$ cat config.mk
export PLATFORM = sky130hd
export DESIGN_NAME = bfth_hash
export DESIGN_NICKNAME = d
export VERILOG_FILES = /design/src/hw/rtl/bfth_pkg.sv /design/src/hw/rtl/bfth_hash.sv
export SDC_FILE = /design/constraint.sdc
export NUM_CORES = 1
export LEC_CHECK = 0
export BUFFER_PORTS_ARGS = -buffer_cell sky130_fd_sc_hd__clkbuf_2
export CORE_UTILIZATION = 55
export DETAILED_ROUTE_END_ITERATION = 8
export PLACE_DENSITY_LB_ADDON = 0.25
export SLEW_MARGIN = 0
export SYNTH_ARGS = -nofsm -noshare
export SYNTH_HDL_FRONTEND = slang
export SYNTH_SLANG_ARGS = --single-unit
$ cat constraint.sdc
create_clock -name clk_i -period 8.8 [get_ports clk_i]
set_input_delay 0.44 -clock clk_i [delete_from_list [all_inputs] [get_ports clk_i]]
set_output_delay 0.44 -clock clk_i [all_outputs]
set_load 0.005 [all_outputs]
$ cat src/hw/rtl/bfth_pkg.sv
// Shared constants, types and state encoding for the two-hash Bloom filter.
package bfth_pkg;

  localparam int unsigned HASH_W     = 32;
  localparam int unsigned BYTE_W     = 8;
  localparam int unsigned FB_W       = 23;
  localparam int unsigned HC_W       = 2;
  localparam int unsigned CNT_W      = 2;
  localparam int unsigned CFG_IDX_W  = 1;
  localparam int unsigned CFG_DATA_W = 23;
  localparam int unsigned ROW_BITS   = 32;
  localparam int unsigned ROW_BIT_W  = 5;
  localparam int unsigned STEP_W     = 5;

  localparam int unsigned FILTER_DEPTH_DEF = 4194304;

  localparam logic [FB_W-1:0] FILTER_BITS_RST = FB_W'(2500000);
  localparam logic [HC_W-1:0] HASH_COUNT_RST  = HC_W'(2);

  localparam logic [CFG_IDX_W-1:0] CFG_FILTER_BITS = 1'b0;
  localparam logic [CFG_IDX_W-1:0] CFG_HASH_COUNT  = 1'b1;

  localparam logic OP_ADD   = 1'b0;
  localparam logic OP_CHECK = 1'b1;

  typedef enum logic [2:0] {
    ST_CLEAR,
    ST_IDLE,
    ST_DIV,
    ST_READ,
    ST_MODIFY,
    ST_RESP
  } state_e;

endpackage

$ cat src/hw/rtl/bfth_hash.sv
// Shift-add-xor and sdbm hash accumulators, one key byte per item.
module bfth_hash (
  input  logic                          clk_i,
  input  logic                          rst_ni,
  input  logic                          en_i,
  input  logic [bfth_pkg::BYTE_W-1:0]   byte_i,
  input  logic                          last_i,
  output logic [bfth_pkg::HASH_W-1:0]   sax_o,
  output logic [bfth_pkg::HASH_W-1:0]   sdbm_o
);
  import bfth_pkg::*;

  logic [HASH_W-1:0] sax_q, sdbm_q;
  logic [HASH_W-1:0] sax_d, sdbm_d;
  logic [HASH_W-1:0] c_ext;

  assign c_ext = HASH_W'(byte_i);

  always_comb begin
    if (byte_i == '0) begin
      sax_o  = sax_q;
      sdbm_o = sdbm_q;
    end else begin
      sax_o  = sax_q ^ ((sax_q << 5) + (sax_q >> 2) + c_ext);
      sdbm_o = c_ext + (sdbm_q << 6) + (sdbm_q << 16) - sdbm_q;
    end
  end

  always_comb begin
    sax_d  = sax_q;
    sdbm_d = sdbm_q;
    if (en_i) begin
      sax_d  = last_i ? '0 : sax_o;
      sdbm_d = last_i ? '0 : sdbm_o;
    end
  end

  always_ff @(posedge clk_i or negedge rst_ni) begin
    if (!rst_ni) begin
      sax_q  <= '0;
      sdbm_q <= '0;
    end else begin
      sax_q  <= sax_d;
      sdbm_q <= sdbm_d;
    end
  end

endmodule

## Word level (Yosys, flattened, before mapping)

Cells that the tools add are included.

| storage, ports and cells | value |
|---|---|
| flip-flop bits (word level) | 64 |
| input bits | 12 |
| output and inout port bits | 64 |
| logic and storage cells | 13 |

| cells by class | value |
|---|---|
| $add $sub $neg | 5 |
| muxes and demuxes | 4 |
| bitwise gates (word level) | 1 |
| reduce and logical (&&, ||, !) cells | 1 |

Operator list:

| cell | number |
|---|---|
| two-way mux 32 bit | 4 |
| adder 32 x 30 -> 32 bit | 1 |
| adder 32 bit | 1 |
| adder 32 x 8 -> 32 bit | 1 |
| adder 8 x 32 -> 32 bit | 1 |
| subtractor 32 bit | 1 |
| bitwise XOR 32 bit | 1 |
| zero test 8 bit | 1 |

## Longest topological paths before layout

Gate-level depths: netlist of the first run.

| logic depth | value |
|---|---|
| word-level depth | 5 |
| gate-level depth with buffers | 15 |
| gate-level depth less buffers | 15 |

## Least setup slack after synthesis of the first run

No wires, ideal clock.

| timing | value |
|---|---|
| path kind | input to output |
| from | input port byte_i[5] (netlist bit) |
| to | output port sax_o[28] (netlist bit) |
| data arrival time | 3.002 ns |
| required time | 8.360 ns |
| setup slack | 5.358 ns |
| cell stages on the path | 13 |
| path buffers | 0 |
| path through | inv_1 > fa_1 > inv_1 > ha_1 > a21oi_1 > o21a_4 > a21oi_4 > a2111oi_4 > o32ai_2 > o41ai_2 > xnor2_1 > nand2_1 > xnor2_1 |

| on the way | value |
|---|---|
| longest elaborated chain between the ends | 3 |
| elaborated cells between the ends (all ways) | 4 |
| classes of those cells | 1 x add/sub; 1 x mux; 1 x bitwise; 1 x reduce/logical |

Ends and longest elaborated chain:

| what | line | source |
|---|---|---|
| start: declaration | bfth_hash.sv:6 | `input logic [bfth_pkg::BYTE_W-1:0] byte_i,` |
| adder 32 x 8 -> 32 bit | bfth_hash.sv:24 | `sax_o = sax_q ^ ((sax_q << 5) + (sax_q >> 2) + c_ext);` |
| bitwise XOR 32 bit | bfth_hash.sv:24 |  |
| two-way mux 32 bit (*) | bfth_hash.sv:20 | `if (byte_i == '0) begin` |
| end: declaration | bfth_hash.sv:8 | `output logic [bfth_pkg::HASH_W-1:0] sax_o,` |

Every way passes the cells marked *; elsewhere a longest branch is shown, timed or not.

## Final worst setup path of the first run

| timing | value |
|---|---|
| from | register sax_q[3] |
| to | output port sax_o[27] (netlist bit) |

| on the way | value |
|---|---|
| longest elaborated chain between the ends | 4 |

Ends and longest elaborated chain:

| what | line | source |
|---|---|---|
| start: declaration | bfth_hash.sv:13 | `logic [HASH_W-1:0] sax_q, sdbm_q;` |
| start signal: assignment | bfth_hash.sv:40 | `sax_q <= '0;` |
| start signal: assignment | bfth_hash.sv:43 | `sax_q <= sax_d;` |
| adder 32 x 30 -> 32 bit | bfth_hash.sv:24 |  |
| adder 32 x 8 -> 32 bit | bfth_hash.sv:24 |  |
| bitwise XOR 32 bit | bfth_hash.sv:24 |  |
| two-way mux 32 bit | bfth_hash.sv:20 |  |

No other way between the ends.

==> results.toml, run 1 <==
[global_routing]
antenna_found_initial = 0
grt_max_degree = 65
grt_overflow = 0
track_usage_pct = 29.96
grt_pass1_wl_um = 34780
grt_pass1_vias = 6751

[synth]
synth-simple-area-share_pct = 13.98
syn_inst = 950
synth_ff_type = "dfrtp_1"
syn-num-nets = 1085
synthMuxAreaShare_pct = 2.449
syn_avg_cell_area_um2 = 8.498
synth_adder_area_share_pct = 21.11
synth_compound_area_share_pct = 27.34
synth-seq-cells = 64
seq_area_frac_synth_pct = 19.84
synth_enable_flop_cells = 0
ys_types = 78
yosysWarnings = 0
synthArstFlopShare_pct = 100.0
syn_area_um2 = 8073
synthXorXnorAreaFrac_pct = 8.788
synth_top_family_by_area = "compound AO/OA/AOI/OAI gates"

[clock_network]
cts-root-buf = "clkbuf_16"
cts_tree = "yes"
clk_pin_slew_ps = 60
max-clock-path-buffers = 2
clock_latency_ps = 350
postCtsSetupBuffers = 0
post_cts_resized = 0
cts_buffers = 9
clock_sinks = 64
htreeDepth = 3
postCtsHoldBufs = 0

[worst_hold_path]
hold_path.class = "in -> async"

[floorplan]
fp.coreArea_um2 = 14100
dieHeight_um = 123.2
die_area_um2 = 15170
rows = 43
io_pins = 76
die_x_um = 123.2
initial_utilization_pct = 57.27

[timing]
whs_ps = 272.2
grt_setup_unrepaired = "no"
final_max_slew_viol_count = 0
max_slew_margin_pct = 38.69
fin_skew_ps = 5.351
max_slew.worst_pin.slew_ps = 919.7
setup_tns_ps = 0
setup_viol_count_final = 0
fin_crit_sh_pct = 49.57
period_minus_slack_ps = 4362
hold_viol = 0
fmax_ghz = 0.2292

[detailed_routing]
viasPerCell = 6.222
ant_nets = 0
wire_per_inst_um = 18.72
route.detailed.drc = 0
num_vias = 7330
drt_pass1_iterations = 5
routed_wl_um = 22050
drt-initial-drc-count = 549

[cells_and_area]
fin_util_pct = 62.51
fill_cells = 1274
antennaDiodeCount = 0
syn_to_final_growth_pct = 9.144
seq_area_um2 = 1602
multi_input_area_um2 = 5953
drive_above_1_share_pct = 12.63
nNetsFinal = 1128

[critical_path]
r2r_cells = 12
crit-reg2reg-launch = "sax_q[3]$_DFFE_PN0P_"
cp.required_ps = 8360
r2r-end = "sax_q[27]$_DFFE_PN0P_"
timing_worst_setup_path_type = "reg -> out"
end_kind = "output pin"
cp-start-kind = "flip-flop"
r2r_setup_slack_ps = 4950
cp.arrival_ps = 3920
crit_path_max_fanout = 4

[flow_run]
maxCapViolCount = 0

[placed_design]
place.gp.congestion = 0.9249
io_buffers = 75
dpl.hpwl_um = 16390

[run_status]
outcome = "complete, no violations"
[per-stage QoR]
stage / worst slack (ps) / instance area (um2) / std cells
3_3_place_gp: 4838 / 8489 / 1162
4_1_cts: 4498 / 8811 / 1178
2_1_floorplan: 5358 / 8073 / 950
3_5_place_dp: 4814 / 8489 / 1162
6_report: 4438 / 8811 / 1178
5_1_grt: 4308 / 8811 / 1178
[flip-flops by register name, indices dropped and copies added (netlist names)]
name / cells
sax_q: 32
sdbm_q: 32
[final cells by class]
type	count	area share, %
Sequential cell	64	18.18
Clock inverter	6	0.9372
Tap cell	180	2.556
Inverter	77	3.280
Multi-Input combinational cell	760	67.57
Timing Repair Buffer	81	4.771
Clock buffer	10	2.712
[Yosys cell counts, types with 12 or more instances]
cell / number / area share (%)
dfrtp_1: 64 / 20
clkbuf_1: 40 / 1.9
xor2_1: 22 / 2.4
nor2_1: 52 / 2.4
a22o_1: 31 / 3.4
nand4_1: 12 / 0.93
mux2i_1: 13 / 1.6
fa_1: 22 / 5.5
nand3_1: 13 / 0.81
ha_1: 101 / 16
nand2_1: 66 / 3.1
a21oi_1: 73 / 4.5
inv_1: 76 / 3.5
nor2b_1: 12 / 0.93
xnor2_1: 59 / 6.4
o21a_1: 17 / 1.6
o21ai_0: 39 / 2.4
and3_1: 15 / 1.2
a21o_1: 44 / 4.1
[layer usage]
layer  vias up  share of wire, %  track usage (%)  wire length, um
li1       3537                 -                -                -
met1      3499                47            41.12            10380
met2       245                45            47.24             9869
met3        49               5.2            4.797             1146
met4         0               3.0            11.45              654
met5         -                 0                0                0
[critical path, cell delays in order, from the launching register on]
cell,delay [ps]
dfrtp_1,450
ha_1,320
ha_1,250
fa_1,430
a211oi_1,270
o21ai_1,180
o21a_1,240
nor3_1,420
nor4_1,160
o21ai_0,170
nor3b_1,350
xor2_1,190
clkbuf_2,140
[worst max-delay path by stage]
stage                          start         end  slack, ps  cells after the start
6_report        sax_q[3]$_DFFE_PN0P_   sax_o[27]       4440                     12
5_1_grt        sdbm_q[1]$_DFFE_PN0P_  sdbm_o[23]       4310                     15
4_1_cts         sax_q[3]$_DFFE_PN0P_   sax_o[23]       4500                     12
3_5_place_dp               byte_i[1]   sax_o[23]       4810                     13
3_3_place_gp               byte_i[7]  sdbm_o[28]       4840                     15
2_1_floorplan              byte_i[5]   sax_o[28]       5360                     13
[cells in the final DEF (no fill, tap or decap), drive strengths merged, types with 6 or more instances in the layout]
cell	netlist	routed
inv	77	77
buf	6	7
a22oi	7	7
nor4	6	6
nor2b	12	12
and2	6	6
and3	17	17
o31ai	9	9
nand3	13	13
nand2b	7	7
o211ai	7	7
nand4	12	12
a31oi	11	11
nor2	52	52
a211oi	11	11
a21o	45	45
o21ai	44	44
nor3	11	11
a21oi	75	75
clkbuf	43	84
o22ai	11	11
xnor2	59	59
mux2	6	6
mux2i	13	13
o2bb2ai	10	10
dfrtp	64	64
nand2	66	66
xor2	22	22
ha	101	101
a22o	31	31
fa	22	22
o21a	18	18
[kinds of logic after synthesis]
family | Yosys count
compound gates | 312
buf+inv | 126
simple gates | 225
mux | 19
xor+xnor | 81
flops | 64
fa+ha+maj | 123
Power of run 1 is not shown: default switching activity piles up to over one toggle a cycle in this logic, so the estimate is an artifact.
==> run 2, diff against run 1 <==
Clock period 8.8 ns to 3.6 ns, I/O delays scaled along.
==> run 2 against run 1 <==
Against the previous run:
- the run now ends with negative setup slack left
- cell count rose by 6.2%
- first-iteration DRC count rose by 5.6%
- die area did not move
- clock skew barely moved
- global-route usage rose by 2.7 points
- critical path depth rose by 4
==> results.toml, run 2 (synthesis results as in run 1) <==
[run_status]
outcome = "finished, violations left"
violations = "negative setup slack"

[cells_and_area]
drive_above_1_share_pct = 28.57
nNetsFinal = 1201
final_common_cell = "buf_4"
fill_cells = 1098
syn_to_final_growth_pct = 23.71
top_regs = "sax_q x32, sdbm_q x32"
layout_common_cells = "buf_4, ha_1, clkbuf_2"
antennaDiodeCount = 0

[placed_design]
dpl.hpwl_um = 16780
place.gp.congestion = 0.9706
io_buffers = 75

[critical_path]
slowest_delay_ps = 510
crit_path_max_fanout = 5
slowest_stage = "fa_1"
cp-start-kind = "flip-flop"
cp.required_ps = 3420
crit_chain = "inv_2 -> buf_6 -> fa_1 -> inv_2 -> ha_4 -> and3_4 -> o2111a_1 -> a22o_1 -> a21oi_4 -> buf_4 -> nor2b_4 -> a41oi_1 -> xnor2_1 -> nand2_1 -> o21ai_0 -> clkbuf_2"
cp.arrival_ps = 3540
timing_worst_setup_path_type = "reg -> out"
path_common_cell = "inv_2"
end_kind = "output pin"

[clock_network]
cts-root-buf = "clkbuf_16"
clock_sinks = 64
cts_buffers = 9
clock_latency_ps = 350
cts_tree = "yes"
clk_pin_slew_ps = 60
max-clock-path-buffers = 2
htreeDepth = 3

[timing]
fmax_ghz = 0.2690
post-route-worst-setup-slack_ps = -117.9
hold_viol = 0
period_minus_slack_ps = 3718
fin_skew_ps = 5.636
final_max_slew_viol_count = 0
max_slew.worst_pin.slew_ps = 870.1
grt_setup_unrepaired = "yes"
setup_tns_ps = -466.4
setup_viol_count_final = 8
max_slew_margin_pct = 41.99
fin_crit_sh_pct = 103.3

[detailed_routing]
ant_nets = 0
wire_per_inst_um = 19.69
drt-initial-drc-count = 580
num_vias = 7890
routed_wl_um = 24630
drt_pass1_iterations = 5
viasPerCell = 6.307
route.detailed.drc = 0

[floorplan]
dieHeight_um = 123.2
die_x_um = 123.2
initial_utilization_pct = 57.27
rows = 43
die_area_um2 = 15170
fp.coreArea_um2 = 14100
io_pins = 76

[flow_run]
maxCapViolCount = 0

[global_routing]
grt_pass1_vias = 7377
antenna_found_initial = 0
track_usage_pct = 32.70
grt_overflow = 0
grt_max_degree = 65
grt_pass1_wl_um = 37900

[worst_hold_path]
hold_path.class = "in -> async"
[run 2: cell types whose count changed in the layout (fill, tap and decap cells not counted), sizes merged]
cell / before / now
clkbuf: 84 / 80
clkinvlp: 1 / 0
buf: 7 / 88
clkinv: 3 / 1
bufinv: 2 / 1
[run 2: final cells by class]
type                    count  area (um2)  share of cell area (%)
clock buffers              14       284.0                   2.844
clock inverters             2       35.03                  0.3508
inverters                  77       289.0                   2.894
multi-input cells         760        6564                   65.72
flip-flops and latches     64        1610                   16.12
well taps                 180       225.2                   2.255
repair buffers            154       979.7                   9.810
[run 2: metal layers]
metal  routed length, um  track usage (%)
met1               10850            44.48
met2               11440            52.37
met3                1443            4.982
met4                 903            12.20
met5                   0                0
[run 2: repair_timing]
action                     4_1_cts  5_1_grt
pin swaps                       30       40
hold buffers                     0        0
gates resized for setup         56       88
setup buffers                   32       21
setup endpoints to repair       25       26
[run 2: worst paths after layout]
path                                             start                      to  depth (start not counted)  slack, ps
worst max-delay path             sdbm_q[1]$_DFFE_PN0P_              sdbm_o[24]                         16       -120
worst min-delay path                            rst_ni  sdbm_q[28]$_DFFE_PN0P_                          2         20
worst max register to register    sax_q[0]$_DFFE_PN0P_   sax_q[24]$_DFFE_PN0P_                         15          0
worst min register to register  sdbm_q[12]$_DFFE_PN0P_  sdbm_q[12]$_DFFE_PN0P_                          1        530
max in group asynchronous                       rst_ni    sax_q[4]$_DFFE_PN0P_                          2       2940
min in group clk_i                              last_i  sdbm_q[18]$_DFFE_PN0P_                          4        340
[run 2: metrics by stage]
step	setup WS [ps]	area (um2)	instances	utilization, %	hold slack [ps]
4_1_cts	-66.08	9464	1230	67.14	75.79
3_3_place_gp	132.5	8640	1182	61.29	441.3
2_1_floorplan	296.7	8073	950	-	-115.6
6_report	-117.9	9987	1251	70.85	22.51
5_1_grt	-226.1	9987	1251	70.85	119.7
3_5_place_dp	49.64	8640	1182	61.29	445.1
[run 2: worst max-delay path, delay by kind of cell (launching register included)]
| kind | cells | cell delay, ps |
|---|---|---|
| AOI/OAI and AO/OA | 5 | 760 |
| and+or+nand+nor | 3 | 410 |
| xor gates and xnor gates | 1 | 310 |
| buffers and inverters | 5 | 560 |
| DFF | 1 | 360 |
| adders and majority gates | 2 | 780 |
Power of run 2 is left out for the same reason.
==> run 3, diff against run 2 <==
Settings changed: CELL_PAD_IN_SITES_DETAIL_PLACEMENT from default to 0, CELL_PAD_IN_SITES_GLOBAL_PLACEMENT from default to 2, CORE_UTILIZATION 55 to 34.
Clock period 3.6 ns to 3.2 ns, I/O delays scaled along.
==> run 3 against run 2 <==
Against the previous run:
- the run still ends with negative setup slack left
- non-clock buffer count increased by 175
- setup slack got worse by 410 ps
- critical path depth decreased by 3
- sequential share of layout area decreased by 3.2 points
- cell count increased by 25%
- final area increased by 24%
- worst hold slack improved by 230 ps
- count of clock-buffer cells in the layout decreased by 2
- global-route usage decreased by 8.3 points
- flip-flop and latch count unchanged
- clock skew increased by 5.0 ps
- wire length increased by 19%
==> results.toml, run 3 (synthesis results as in run 1) <==
[cells_and_area]
syn_to_final_growth_pct = 53.50
seq_area_um2 = 1607
antennaDiodeCount = 0
multi_input_area_um2 = 7323
nNetsFinal = 1376
layout_common_cells = "buf_4, ha_1, nand2_1, dfrtp_1, inv_1"
fill_cells = 2275
fin_util_pct = 52.95
final_common_cell = "buf_4"
top_regs = "sax_q x32, sdbm_q x32"
drive_above_1_share_pct = 45.30

[placed_design]
io_buffers = 75
dpl.hpwl_um = 21680
place.gp.congestion = 0.8246

[timing]
hold_viol = 0
fin_skew_ps = 10.65
post-route-worst-setup-slack_ps = -526.0
max_slew.worst_pin.slew_ps = 929.0
fmax_ghz = 0.2684
period_minus_slack_ps = 3726
grt_setup_unrepaired = "yes"
final_max_slew_viol_count = 0
fin_crit_sh_pct = 116.4
setup_viol_count_final = 50
max_slew_margin_pct = 38.07

[floorplan]
die_area_um2 = 24360
fp.coreArea_um2 = 23400
dieHeight_um = 156.1
rows = 56
die_x_um = 156.1
initial_utilization_pct = 34.50
io_pins = 76

[clock_network]
cts_tree = "yes"
htreeDepth = 3
cts-root-buf = "clkbuf_16"
clock_latency_ps = 350
clk_pin_slew_ps = 60
clock_sinks = 64
cts_buffers = 9
max-clock-path-buffers = 2

[detailed_routing]
drt-initial-drc-count = 340
routed_wl_um = 29230
wire_per_inst_um = 18.69
route.detailed.drc = 0
viasPerCell = 5.242
ant_nets = 0
drt_pass1_iterations = 4
num_vias = 8199

[global_routing]
grt_pass1_wl_um = 45640
grt_overflow = 0
track_usage_pct = 24.40
antenna_found_initial = 0
grt_pass1_vias = 8310
grt_max_degree = 65

[run_status]
violations = "negative setup slack"
outcome = "finished, violations left"

[critical_path]
timing_worst_setup_path_type = "reg -> out"
crit_path_max_fanout = 3
cp.arrival_ps = 3570
cp-start-kind = "flip-flop"
end_kind = "output pin"
cp.required_ps = 3040

[worst_hold_path]
hold_path.class = "in -> reg"

[flow_run]
maxCapViolCount = 0
[run 3: changes by cell type in the layout (fill, tap and decap cells not counted), sizes merged]
| cell | before | now |
|---|---|---|
| buf | 88 | 287 |
| bufinv | 1 | 2 |
| clkbuf | 80 | 53 |
| dlygate4sd3 | 0 | 1 |
[run 3: critical path: stages, from the launching register on]
cell       delay (ps)
dfrtp_2           430
fa_1              540
ha_4              230
o21a_1            190
o211ai_2          190
a21oi_4            70
a2111oi_4         420
o32ai_2           190
buf_4             160
nor2_2            130
xnor2_2           170
nand2_2           120
xnor2_2           230
clkbuf_2          150
[run 3: layer usage]
metal	GRT usage (%)	vias up	share of wire, %
met2	40.54	160	48
li1	-	4039	-
met3	4.000	50	4.1
met5	0	-	0
met4	6.909	0	2.7
met1	32.40	3950	46
[run 3: cell type report]
type | count | area share [%]
multi-input combinational | 760 | 59.10
timing repair buffer | 329 | 19.79
sequential | 64 | 12.96
tap | 319 | 3.221
inverter | 77 | 2.332
clock buffer | 12 | 2.070
clock inverter | 3 | 0.5250
[run 3: final timing paths]
kind                                             start  cells after the start  slack (ps)                endpoint
worst max-delay path              sax_q[8]$_DFFE_PN0P_                     13        -530               sax_o[24]
worst min register to register  sdbm_q[12]$_DFFE_PN0P_                      1         530  sdbm_q[12]$_DFFE_PN0P_
max in group asynchronous                       rst_ni                      2        2050   sax_q[13]$_DFFE_PN0P_
min in group asynchronous                       rst_ni                      2         490  sdbm_q[28]$_DFFE_PN0P_
worst min-delay path                              en_i                      3         250   sax_q[25]$_DFFE_PN0P_
worst max register to register    sax_q[8]$_DFFE_PN0P_                     12        -250   sax_q[28]$_DFFE_PN0P_
[run 3: stage by stage]
step	hold WS, ps	cells	setup TNS (ps)	setup slack [ps]	instance area [um2]
floorplan	-135.6	950	-4.601	-4.601	8078
global placement	361.4	1498	-5793	-270.3	10160
detailed placement	349.0	1498	-6100	-330.8	10160
CTS	245.1	1550	-11440	-536.4	11670
global route	304.0	1564	-18980	-689.0	12390
finish	250.1	1564	-10690	-526.0	12390
[run 3: repair_timing]
item | in CTS | in global routing
endpoints found under the hold margin | 20 | 0
setup endpoints to repair | 67 | 73
setup buffers | 44 | 30
gates resized for setup | 184 | 147
hold buffers | 1 | 0
gates cloned | 0 | 0
pin swaps | 92 | 81
Power of run 3 is left out for the same reason.
