### config.mk
export PLATFORM = sky130hd
export DESIGN_NAME = bfth_mod
export DESIGN_NICKNAME = d
export VERILOG_FILES = /design/src/hw/rtl/bfth_pkg.sv /design/src/hw/rtl/bfth_mod.sv
export SDC_FILE = /design/constraint.sdc
export NUM_CORES = 1
export LEC_CHECK = 0
export BUFFER_PORTS_ARGS = -buffer_cell sky130_fd_sc_hd__clkbuf_2
export CAP_MARGIN = 20
export CORE_ASPECT_RATIO = 0.75
export CORE_MARGIN = 8
export CORE_UTILIZATION = 45
export CTS_BUF_LIST = sky130_fd_sc_hd__clkbuf_2
export CTS_CLUSTER_DIAMETER = 40
export DETAILED_ROUTE_END_ITERATION = 8
export GPL_TIMING_DRIVEN = 0
export PLACE_DENSITY_LB_ADDON = 0.3
export SYNTH_ARGS = -nofsm -noshare
export SYNTH_HDL_FRONTEND = slang
export SYNTH_SLANG_ARGS = --single-unit
### constraint.sdc
create_clock -name clk_i -period 2.46 [get_ports clk_i]
set_input_delay 0.492 -clock clk_i [delete_from_list [all_inputs] [get_ports clk_i]]
set_output_delay 0.492 -clock clk_i [all_outputs]
set_load 0.02 [all_outputs]
### src/hw/rtl/bfth_pkg.sv
// Shared constants, types and state encoding for the two-hash Bloom filter.
package bfth_pkg;

  localparam int unsigned HASH_W     = 32;
  localparam int unsigned BYTE_W     = 8;
  localparam int unsigned FB_W       = 23;
  localparam int unsigned HC_W       = 2;
  localparam int unsigned CNT_W      = 2;
  localparam int unsigned CFG_IDX_W  = 1;
  localparam int unsigned CFG_DATA_W = 23;
  localparam int unsigned ROW_BITS   = 32;
  localparam int unsigned ROW_BIT_W  = 5;
  localparam int unsigned STEP_W     = 5;

  localparam int unsigned FILTER_DEPTH_DEF = 4194304;

  localparam logic [FB_W-1:0] FILTER_BITS_RST = FB_W'(2500000);
  localparam logic [HC_W-1:0] HASH_COUNT_RST  = HC_W'(2);

  localparam logic [CFG_IDX_W-1:0] CFG_FILTER_BITS = 1'b0;
  localparam logic [CFG_IDX_W-1:0] CFG_HASH_COUNT  = 1'b1;

  localparam logic OP_ADD   = 1'b0;
  localparam logic OP_CHECK = 1'b1;

  typedef enum logic [2:0] {
    ST_CLEAR,
    ST_IDLE,
    ST_DIV,
    ST_READ,
    ST_MODIFY,
    ST_RESP
  } state_e;

endpackage

### src/hw/rtl/bfth_mod.sv
// Restoring modulo unit: 32-bit hash mod 23-bit modulus, one bit per cycle.
module bfth_mod (
  input  logic                        clk_i,
  input  logic                        rst_ni,
  input  logic                        start_i,
  input  logic [bfth_pkg::HASH_W-1:0] dividend_i,
  input  logic [bfth_pkg::FB_W-1:0]   divisor_i,
  output logic                        done_o,
  output logic [bfth_pkg::FB_W-1:0]   rem_o
);
  import bfth_pkg::*;

  localparam logic [STEP_W-1:0] LastStep = STEP_W'(HASH_W - 1);

  logic              busy_q;
  logic [STEP_W-1:0] cnt_q;
  logic [HASH_W-1:0] quo_q;
  logic [FB_W-1:0]   rem_q, rem_d;
  logic [FB_W-1:0]   div_q;
  logic [FB_W:0]     trial;

  assign trial = {rem_q, quo_q[HASH_W-1]};

  always_comb begin
    if (trial >= {1'b0, div_q}) begin
      rem_d = FB_W'(trial - {1'b0, div_q});
    end else begin
      rem_d = trial[FB_W-1:0];
    end
  end

  always_ff @(posedge clk_i or negedge rst_ni) begin
    if (!rst_ni) begin
      busy_q <= 1'b0;
      cnt_q  <= '0;
    end else if (start_i) begin
      busy_q <= 1'b1;
      cnt_q  <= '0;
    end else if (busy_q) begin
      cnt_q <= cnt_q + 1'b1;
      if (cnt_q == LastStep) begin
        busy_q <= 1'b0;
      end
    end
  end

  always_ff @(posedge clk_i) begin
    if (start_i) begin
      quo_q <= dividend_i;
      rem_q <= '0;
      div_q <= divisor_i;
    end else if (busy_q) begin
      quo_q <= quo_q << 1;
      rem_q <= rem_d;
    end
  end

  assign done_o = !busy_q;
  assign rem_o  = rem_q;

endmodule

# Word level (Yosys, flattened, before mapping)
# Index checks and enable logic that the tools add are counted.
[word_totals] register_bits=84 inputBits=58 out_inout_bits=24 wordCells=19
[op_classes] add_sub_neg=2 n_lt_le_gt_ge=1 eq_ne=1 mux=8 reduce_logical=2
[op_table] operator="32-bit two-way mux" n=2
[op_table] operator="24-bit by 23-bit >= comparator with 1-bit output" n=1
[op_table] operator="23-bit two-way mux" n=1
[op_table] operator="23-bit subtractor" n=1
[op_table] operator="5-bit two-way mux" n=2
[op_table] operator="5-bit by 1-bit adder with 5-bit output, second input constant" n=1
[op_table] operator="5-bit == test, second input constant" n=1
[op_table] operator="1-bit two-way mux" n=3
[op_table] operator="2-bit nonzero test" n=1
[op_table] operator="1-bit logical NOT" n=1

# Depth between registers and ports, before layout
# Gate-level depths: netlist of the first run.
[depth] word_depth=4 mapped_depth=11 mapped_depth_nobuf=10

# Worst setup path before layout of the first run
# Ideal clock, no wire load.
[synth_timing] path_kind="register to register" startpoint="register rem_q[0], in the netlist rem_o[0]" endpoint="register rem_q[15], in the netlist rem_o[15]" setup_time_ps=143 arrival_time_ps=2338 required_ps=2317 setup_slack_ps=-20 path_stages_with_launch=10 period_less_slack_ps=2480 path_cell_list="dfxtp_1 inv_1 fa_1 nand2b_1 a211oi_2 nor4_2 o211ai_4 inv_4 o41ai_1 a211oi_1"
[synth_via] elab_chain_cells=2 word_cells_on_any_way=3 cone_classes="add/sub: 1; order compare: 1; mux: 1"
[synth_rtl] element="from (decl)" line="bfth_mod.sv:18" rtl="logic [FB_W-1:0] rem_q, rem_d;"
[synth_rtl] element="from (signal assigned)" line="bfth_mod.sv:54" rtl="rem_q <= rem_d;"
[synth_rtl] element="23-bit subtractor or 24-bit by 23-bit >= comparator with 1-bit output (tied branches)" line="bfth_mod.sv:26, bfth_mod.sv:25"
[synth_rtl] element="23-bit two-way mux *" line="bfth_mod.sv:25" rtl="if (trial >= {1'b0, div_q}) begin"
# Mark *: on every way between the ends. The rest lies on a longest branch, timed or not.
# A chain may end at the register's enable or synchronous reset.

# Worst setup path after layout of the first run
[layout_timing] startpoint="register quo_q[31]" endpoint="register rem_q[18], in the netlist rem_o[18]"
[layout_via] elab_chain_cells=2 word_cells_on_any_way=3 cone_classes="add/sub: 1; order compare: 1; mux: 1"
[layout_rtl] element="from (decl)" line="bfth_mod.sv:17" rtl="logic [HASH_W-1:0] quo_q;"
[layout_rtl] element="from (signal assigned)" line="bfth_mod.sv:49" rtl="quo_q <= dividend_i;"
[layout_rtl] element="from (signal assigned)" line="bfth_mod.sv:53" rtl="quo_q <= quo_q << 1;"
[layout_rtl] element="23-bit subtractor or 24-bit by 23-bit >= comparator with 1-bit output (tied branches)" line="bfth_mod.sv:26, bfth_mod.sv:25"
[layout_rtl] element="23-bit two-way mux *" line="bfth_mod.sv:25"
# Marked as above.

==> results of run 1 <==
worst paths after layout:
kind	startpoint	slack, ps	cells past startpoint	to
worst min register to register	rem_o[7]$_SDFFE_PP0P_	530	2	rem_o[7]$_SDFFE_PP0P_
worst max-delay path	quo_q[31]$_DFFE_PP_	-100	10	rem_o[18]$_SDFFE_PP0P_
min in group asynchronous	rst_ni	220	2	busy_q$_DFF_PN0_
worst min-delay path	divisor_i[14]	50	1	div_q[14]$_DFFE_PP_
worst max register to register	quo_q[31]$_DFFE_PP_	-100	10	rem_o[18]$_SDFFE_PP0P_
max in group asynchronous	rst_ni	2100	2	cnt_q[1]$_DFFE_PN0P_
state kept, by name, indices dropped and copies added, names as in the netlist:
register / cells
cnt_q: 5
div_q: 23
quo_q: 32
busy_q: 1
rem_o: 23
layout make-up:
type | count | area, um^2 | share of cell area
clock buffer | 9 | 45.0 | 0.00746
tap | 136 | 170 | 0.0282
multi-input combinational | 309 | 2520 | 0.417
timing repair buffer | 110 | 716 | 0.118
inverter | 34 | 130 | 0.0215
sequential | 84 | 2260 | 0.375
buffer | 19 | 123 | 0.0203
clock inverter | 7 | 76.3 | 0.0126
critical path: stages (launching register included):
cell,delay [ps]
edfxtp_1,420
inv_1,50
ha_2,180
fa_2,340
nand2b_4,170
a211oi_4,330
nor4_4,90
o211ai_4,240
inv_4,90
or3_4,450
o221ai_2,150
placed cells by master (no fill, tap or decap), drive strengths merged, types with 3 or more instances in the layout:
cell type,Yosys,final
a211oi,7,7
a21o,5,5
a21oi,28,28
a311oi,11,11
a31oi,5,5
buf,12,26
clkbuf,8,98
clkinv,0,3
dfrtp,6,6
dfxtp,23,23
dlygate4sd3,0,14
edfxtp,55,55
ha,25,25
inv,34,38
mux2,31,31
nand2,50,50
nand3,10,10
nand4,5,5
nand4b,3,3
nor2,34,34
nor2b,3,3
nor3,6,6
o211ai,11,11
o21ai,20,20
o21bai,3,3
o221ai,3,3
or3,4,4
xnor2,10,10
xor2,7,7
per-stage QoR:
stage | cell area, um^2 | hold slack [ps] | util | std cells | worst slack [ps]
after global routing | 6040 | 3.49 | 0.587 | 708 | -211
after global placement | 5330 | 320 | 0.518 | 664 | -929
final | 6040 | 45.5 | 0.587 | 708 | -96.0
after CTS | 5820 | 0.472 | 0.566 | 703 | -89.8
after floorplan | 4750 | 196 | - | 447 | 54.6
after detailed placement | 5330 | 323 | 0.518 | 664 | -981
kinds of logic (layout without fill, tap and decap cells):
kind of cell    after synthesis  count (layout)  share of synthesized area
simple gates                129             129                      0.134
compound gates              104             104                      0.163
flops                        84              84                      0.476
buf+inv                      54             179                     0.0474
mux                          33              33                     0.0777
fa+ha+maj                    26              26                     0.0701
xor+xnor                     17              17                     0.0313
layer usage:
layer | vias to the layer above | share of wire | GRT usage
met4 | 0 | 0.015 | 0.0512
met2 | 156 | 0.45 | 0.268
li1 | 1877 | - | -
met3 | 24 | 0.087 | 0.0541
met5 | - | 0 | 0
met1 | 1891 | 0.44 | 0.227
power by group:
part	internal, uW	total (uW)	switching (uW)
logic	205	434	229
registers	1610	1640	32.6
clock network	174	768	594
total	1990	2840	856
what timing repair did:
item | CTS | global route
setup endpoints to repair | 56 | 24
pin swaps | 13 | 11
resized for setup | 35 | 37
endpoints found under the hold margin | 18 | 1
cloned | 1 | 1
hold buffers | 13 | 1
buffers inserted | 9 | 4
==> metrics.txt, run 1 <==
status=finished with violations; failing checks=setup timing; Setup-failing EPs final=18; Crit Path Class=register to register; final wirelength=12400 um; Seq cells post-synth=84; Slew @ Worst Pin=802 ps; routed vias=~3900; Seq/Total Area, Yosys=0.476; DR pass1 iterations=5; GRT Overall Usage=0.173; most common cell in the synthesized netlist=edfxtp_1; Syn. warnings=0; DRC=0; CORE AREA=between 10000 and 15000 um^2; fillers=869; Final min period=2560 ps; crit path launch type=register; largest net degree at the start of global routing=33; layout cells sized above 1=0.378; Synth area leaders=edfxtp_1 35%, dfxtp_1 9.7%, mux2_2 7.3%; CTS tree=yes; Synth Flop Type=edfxtp_1; Clock transition at path regs=280 ps; WP data required=3010 ps; Clock Path Buffers=2; Post-Syn Nets=about 530; setup ws final=-96.0 ps; Iteration-0 DRC Markers=312; Antenna Cells=0; root buf cell=clkbuf_2; EDFF count, synth=55; DP HPWL=8700 um; Fin. Hold Viols=0; H-tree levels=3; Async SR Flop Fraction=0.0714; mapped cell area=between 4000 and 5000 um^2; GRT Residual Overflow=0; Syn-to-layout area delta=27.2%; Synth Area per Inst=10.6 um^2; routability cong.=0.918; PnR Total Power=2840 uW; DR WL/cell=17.6 um; initial antenna violation count=0; RSZ-0062 raised after global routing=true; first-pass GRT wire length=19500 um; max_cap viols=0; number of vias per cell=5.58; Cell Rows=32; fin crit share=1.04; Clock Sinks=84; Post-Syn Instances=447; cell taking the most area after synthesis=edfxtp_1; cts bufs inserted=9; die width=135 um; Skew-Pair Late Insertion Delay=between 600 and 700 ps; vias in the first global route=between 3000 and 4000; I/O pins=82; Netlist cell types=between 60 and 70; setup_tns=-845 ps; Data arrival, critical path=3100 ps; Die Y-Extent=~100 um; Highest Clock Rate=391 MHz; leakage=0.00259 uW; Max FO, Critical Path=4; Port-buffer cells=81; Worst Setup End Kind=register; initial core utilization=0.462; Slew Limit Fails=0; Rel. slew slack=0.465; Detail Route Antenna Nets=0; Final Skew=56.8 ps; Final #Nets=approximately 650; pwr dens=~470 nW/um^2; post-synth top area share=0.348; VDD IR max=0.289 mV; hold crit path type=input port to register; synth cell count leaders=55 x edfxtp_1, 50 x nand2_1, 34 x nor2_1; full die area=14100 um^2
No activity file was read; power rests on OpenSTA's default activity.
==> run 2: changes to the inputs <==
--- a/config.mk
+++ b/config.mk
@@ -8,7 +8,7 @@
 export BUFFER_PORTS_ARGS = -buffer_cell sky130_fd_sc_hd__clkbuf_2
 export CAP_MARGIN = 20
 export CORE_ASPECT_RATIO = 0.75
-export CORE_MARGIN = 8
+export CORE_MARGIN = 5
 export CORE_UTILIZATION = 45
 export CTS_BUF_LIST = sky130_fd_sc_hd__clkbuf_2
 export CTS_CLUSTER_DIAMETER = 40
==> metrics.txt, run 2 (synthesis gave the netlist of run 1 again) <==
root buf cell=clkbuf_2; Data arrival, critical path=2990 ps (-110 ps); most frequent cells in the layout=92 x clkbuf_2, 55 x edfxtp_1, 49 x nand2_1, 34 x nor2_1, 33 x inv_1; pwr dens=489 nW/um^2 (+3.9%); hold crit path type=input port to register; layout cells sized above 1=0.350 (-0.0273); VDD IR max=0.398 mV (+38%); Setup-failing EPs final=14 (-4); cell-internal power=2070 uW (+4.2%); Syn-to-layout area delta=23.7%; WHS Path Cells=1 (unchanged); routed vias=3870 (-2.0%); dpl ws=-922 ps (+59.1 ps); CORE AREA=10300 um^2 (unchanged); Rel. slew slack=0.483 (+0.0181); GRT Overall Usage=0.189 (+0.0157); worst hold slack=59.8 ps (+14.4 ps); Highest Clock Rate=396 MHz (+1.3%); initial antenna violation count=0 (unchanged); commonest non-fill, non-tap cell in the layout=clkbuf_2; WHS Endpoint=div_q[20]$_DFFE_PP_; first-pass GRT wire length=19000 um (-2.9%); setup_tns=-372 ps (+474 ps); clock power share=0.286 (+0.016); status=finished with violations; Logic pwr share=0.143 (-0.010); leakage=0.00251 uW (-2.9%); Layout Utilization=0.571 (-0.0161); Slew @ Worst Pin=775 ps (-27.2 ps); Max FO, Critical Path=4 (unchanged); Final Skew=26.2 ps (-30.6 ps); RSZ-0062 raised after global routing=true; WP data required=2930 ps (-80 ps); DR pass1 iterations=5 (unchanged); full die area=12700 um^2 (-9.9%); Antenna Cells=0 (unchanged); I/O pins=82 (unchanged); Biggest register=quo_q; Die Y-Extent=99.0 um (-5.7%); die width=129 um (-4.5%); cts bufs inserted=9 (unchanged); Skew-Pair Late Insertion Delay=580 ps (-50 ps); DP HPWL=8460 um (-2.7%); crit path launch type=register; reg2reg path depth=10 (unchanged); Worst Setup End Kind=register; switching share of total power=0.279 (-0.0223); vias in the first global route=3798 (-0.94%); Fin. Hold Viols=0 (unchanged); Clock transition at path regs=270 ps (about the same); Crit Path Class=register to register; DR WL/cell=17.0 um (-3.4%); Switch Pwr=801 uW (-6.5%); Final min period=2520 ps (-33.9 ps); GRT Residual Overflow=0 (unchanged); r2r endpoint=rem_o[22]$_SDFFE_PP0P_; worst flop-to-flop path startpoint=quo_q[31]$_DFFE_PP_; Final #Nets=647 (-0.61%); Slew Limit Fails=0 (unchanged); max_cap viols=0 (unchanged); final wirelength=11900 um (-3.9%); Port-buffer cells=81 (unchanged); hold path start=divisor_i[20]; Detail Route Antenna Nets=0 (unchanged); failing checks=setup timing; CTS tree=yes; Iteration-0 DRC Markers=274 (-12%); fillers=899 (+3.5%); Clock Path Buffers=2 (unchanged); max reg flops=32 (unchanged); routability cong.=0.931 (+1.4%); setup ws final=-62.1 ps (+33.9 ps); Cell Rows=32 (unchanged); fin crit share=1.03 (-0.0138); Clock Sinks=84 (unchanged); largest net degree at the start of global routing=33 (unchanged); H-tree levels=3 (unchanged); reg2reg setup slack=-60 ps (+30 ps); initial core utilization=0.462 (unchanged); part of the power in registers=0.571 (-0.006); DRC=0 (unchanged); number of vias per cell=5.50 (-1.4%)
## run 2: cell count changes in the layout (fill, tap and decap cells not counted), moves of 3 or more
cell           delta
nand2_2           -7
a21oi_1           +3
a21oi_2           -3
dlygate4sd3_1     -5
nand2_1          +12
nand2_4           -5
## run 2: power groups by stage
stage,clock (uW),combinational (uW),sequential (uW)
4_1_cts,852,387,1640
3_3_place_gp,0,346,1670
5_1_grt,911,455,1650
6_report,821,411,1640
2_1_floorplan,0,244,1660
3_5_place_dp,0,360,1670
## run 2: critical path, stage by stage (launching register included)
cell      delay [ps]
edfxtp_1         410
inv_1             50
ha_2             190
fa_2             340
nand2b_4         160
a211oi_4         340
o21ai_2          150
nor4b_4          330
nor3_1           110
o31ai_1          260
a211oi_1         100
## run 2: how the worst max path moves through the flow
| stage | cells after the start | endpoint | slack [ps] | startpoint |
|---|---|---|---|---|
| final | 10 | rem_o[22]$_SDFFE_PP0P_ | -60 | quo_q[31]$_DFFE_PP_ |
| after CTS | 10 | rem_o[14]$_SDFFE_PP0P_ | -60 | quo_q[31]$_DFFE_PP_ |
| after floorplan | 10 | rem_o[15]$_SDFFE_PP0P_ | 50 | quo_q[31]$_DFFE_PP_ |
| after global placement | 4 | quo_q[20]$_DFFE_PP_ | -900 | start_i |
| after detailed placement | 4 | quo_q[19]$_DFFE_PP_ | -920 | start_i |
| after global routing | 10 | rem_o[22]$_SDFFE_PP0P_ | -230 | quo_q[31]$_DFFE_PP_ |
## run 2: layer usage
| layer | share of wire | vias to the layer above | global-route usage |
|---|---|---|---|
| met5 | 0 | - | 0 |
| met4 | 0.012 | 0 | 0.0460 |
| met3 | 0.089 | 14 | 0.0731 |
| met2 | 0.46 | 152 | 0.287 |
| met1 | 0.44 | 1833 | 0.256 |
| li1 | - | 1871 | - |
## run 2: final cells by class
class | count | area, um^2 | area share
Multi-Input combinational cell | 309 | 2410 | 0.410
Sequential cell | 84 | 2260 | 0.385
Timing Repair Buffer | 106 | 657 | 0.112
Tap cell | 136 | 170 | 0.0290
Inverter | 34 | 130 | 0.0221
Buffer | 19 | 114 | 0.0194
Clock inverter | 7 | 88.8 | 0.0151
Clock buffer | 9 | 45.0 | 0.00767
## run 2: metrics by stage
| stage | cells | cell area, um^2 | power, uW |
|---|---|---|---|
| 2_1_floorplan | 447 | 4750 | 1910 |
| 3_5_place_dp | 664 | 5330 | 2030 |
| 4_1_cts | 691 | 5670 | 2880 |
| 5_1_grt | 704 | 5880 | 3010 |
| 6_report | 704 | 5880 | 2870 |
| 3_3_place_gp | 664 | 5330 | 2010 |
## run 2: timing repair
action,4_1_cts,5_1_grt
endpoints found under the hold margin,6,8
buffers inserted,9,5
gates resized for setup,26,16
setup endpoints to repair,56,24
pin swaps,15,10
gates cloned,1,1
hold buffers,1,8
==> run 3: changes to the inputs <==
--- a/config.mk
+++ b/config.mk
@@ -15,6 +15,7 @@
 export DETAILED_ROUTE_END_ITERATION = 8
 export GPL_TIMING_DRIVEN = 0
 export PLACE_DENSITY_LB_ADDON = 0.3
+export SKIP_LAST_GASP = 1
 export SYNTH_ARGS = -nofsm -noshare
 export SYNTH_HDL_FRONTEND = slang
 export SYNTH_SLANG_ARGS = --single-unit
==> metrics.txt, run 3 (synthesis gave the netlist of run 1 again) <==
fillers=910 (+1.2%); most frequent cells in the layout=92 x clkbuf_2, 55 x edfxtp_1, 47 x nand2_1, 34 x nor2_1, 33 x inv_1; full die area=12700 um^2 (unchanged); Data arrival, critical path=3040 ps (+50 ps); Seq. cell area=2260 um^2 (unchanged); Skew-Pair Late Insertion Delay=590 ps (about the same); pwr dens=493 nW/um^2 (+0.92%); GRT Residual Overflow=0 (unchanged); Max FO, Critical Path=8 (+4); Slew @ Worst Pin=790 ps (+14.7 ps); CORE AREA=10300 um^2 (unchanged); Final Skew=40.3 ps (+14.1 ps); routed vias=3875 (+0.13%); Slew Limit Fails=0 (unchanged); hold crit path type=input port to register; switching share of total power=0.280 (+0.00117); vias in the first global route=3800 (+0.053%); worst hold slack=46.4 ps (-13.5 ps); status=finished with violations; Antenna Cells=0 (unchanged); leakage=0.00249 uW (-0.86%); max reg flops=32 (unchanged); Final min period=2520 ps (-6.55 ps); Detail Route Antenna Nets=0 (unchanged); PnR Total Power=2870 uW (+0.15%); part of the power in registers=0.570 (about the same); number of vias per cell=5.52 (+0.41%); final wirelength=11900 um (-0.49%); routability cong.=0.931 (unchanged); Worst Setup End Kind=register; first-pass GRT wire length=19000 um (unchanged); DR pass1 iterations=5 (unchanged); layout cells sized above 1=0.345 (-0.00583); Clock Sinks=84 (unchanged); setup ws final=-55.5 ps (+6.55 ps); Highest Clock Rate=398 MHz (+0.26%); Iteration-0 DRC Markers=238 (-13%); Logic pwr share=0.143 (about the same); DRC=0 (unchanged); fin area=5830 um^2 (-0.77%); GRT Overall Usage=0.189 (-0.000228); Final #Nets=645 (-0.31%); Switch Pwr=805 uW (+0.57%); VDD IR max=0.397 mV (about the same); worst flop-to-flop path startpoint=rem_o[18]$_SDFFE_PP0P_; multi-input logic area=2390 um^2 (-0.52%); max_cap viols=0 (unchanged); Port-buffer cells=81 (unchanged); initial core utilization=0.462 (unchanged); largest net degree at the start of global routing=33 (unchanged); RSZ-0062 raised after global routing=true; DR WL/cell=16.9 um (-0.20%); WP data required=2990 ps (+60 ps); clock power share=0.288 (+0.002); Die Y-Extent=99.0 um (unchanged); cell-internal power=2070 uW (about the same); Biggest register=quo_q; Cell Rows=32 (unchanged); Clock transition at path regs=290 ps (+20 ps); commonest non-fill, non-tap cell in the layout=clkbuf_2; die width=129 um (unchanged); crit path launch type=register; cts bufs inserted=9 (unchanged); I/O pins=82 (unchanged); initial antenna violation count=0 (unchanged); hold path start=divisor_i[20]; dpl cell area=5330 um^2 (unchanged); root buf cell=clkbuf_2; Syn-to-layout area delta=22.8%; crit path from=rem_o[18]$_SDFFE_PP0P_; Setup-failing EPs final=13 (-1); CTS tree=yes; DP HPWL=8460 um (unchanged); failing checks=setup timing; H-tree levels=3 (unchanged); fin crit share=1.02 (-0.00266); Fin. Hold Viols=0 (unchanged); Crit Path Class=register to register; Clock Path Buffers=2 (unchanged); Rel. slew slack=0.473 (-0.00980); dpl ws=-922 ps (unchanged)
[run 3: timing repair]
| action | in CTS | in global routing |
|---|---|---|
| hold buffers | 1 | 8 |
| pin swaps | 11 | 10 |
| resized for setup | 24 | 16 |
| hold endpoints to repair | 6 | 8 |
| buffers inserted | 9 | 4 |
| endpoints found under the setup margin | 56 | 24 |
| gates cloned | 1 | 0 |
[run 3: metrics by stage]
step	setup TNS (ps)	utilization	instances
2_1_floorplan	0	-	447
3_3_place_gp	-33090	0.518	664
3_5_place_dp	-34040	0.518	664
4_1_cts	-433	0.551	691
5_1_grt	-2760	0.567	702
6_report	-331	0.567	702
[run 3: layout make-up]
| class | instances | share of cell area |
|---|---|---|
| Timing Repair Buffer | 104 | 0.107 |
| Inverter | 34 | 0.0223 |
| Buffer | 19 | 0.0195 |
| Sequential cell | 84 | 0.388 |
| Multi-Input combinational cell | 309 | 0.411 |
| Clock inverter | 7 | 0.0152 |
| Clock buffer | 9 | 0.00773 |
| Tap cell | 136 | 0.0292 |
[run 3: power groups by stage]
| stage | Combinational (uW) | Clock, uW | Sequential, uW |
|---|---|---|---|
| 2_1_floorplan | 244 | 0 | 1660 |
| 3_3_place_gp | 346 | 0 | 1670 |
| 3_5_place_dp | 360 | 0 | 1670 |
| 4_1_cts | 385 | 852 | 1640 |
| 5_1_grt | 454 | 911 | 1650 |
| 6_report | 410 | 827 | 1640 |
[run 3: critical path: stages, from the launching register on]
cell	delay (ps)
dfxtp_1	410
ha_1	470
nand3_2	200
nor3_2	250
o211ai_1	180
o211ai_4	280
inv_4	80
or3_4	450
o221ai_2	140
[run 3: worst paths after layout]
kind | slack (ps) | cells after the start | end
worst max-delay path | -60 | 8 | rem_o[14]$_SDFFE_PP0P_
worst min-delay path | 50 | 1 | div_q[20]$_DFFE_PP_
worst max register to register | -60 | 8 | rem_o[14]$_SDFFE_PP0P_
worst min register to register | 540 | 2 | rem_o[7]$_SDFFE_PP0P_
max in group asynchronous | 2090 | 2 | cnt_q[0]$_DFFE_PN0P_
min in group asynchronous | 230 | 2 | cnt_q[2]$_DFFE_PN0P_
[run 3: per-layer routing]
layer	track usage	share of wire	vias to the layer above
met2	0.287	0.45	171
met1	0.255	0.43	1820
met3	0.0726	0.10	17
met5	0	0	-
li1	-	-	1867
met4	0.0452	0.016	0
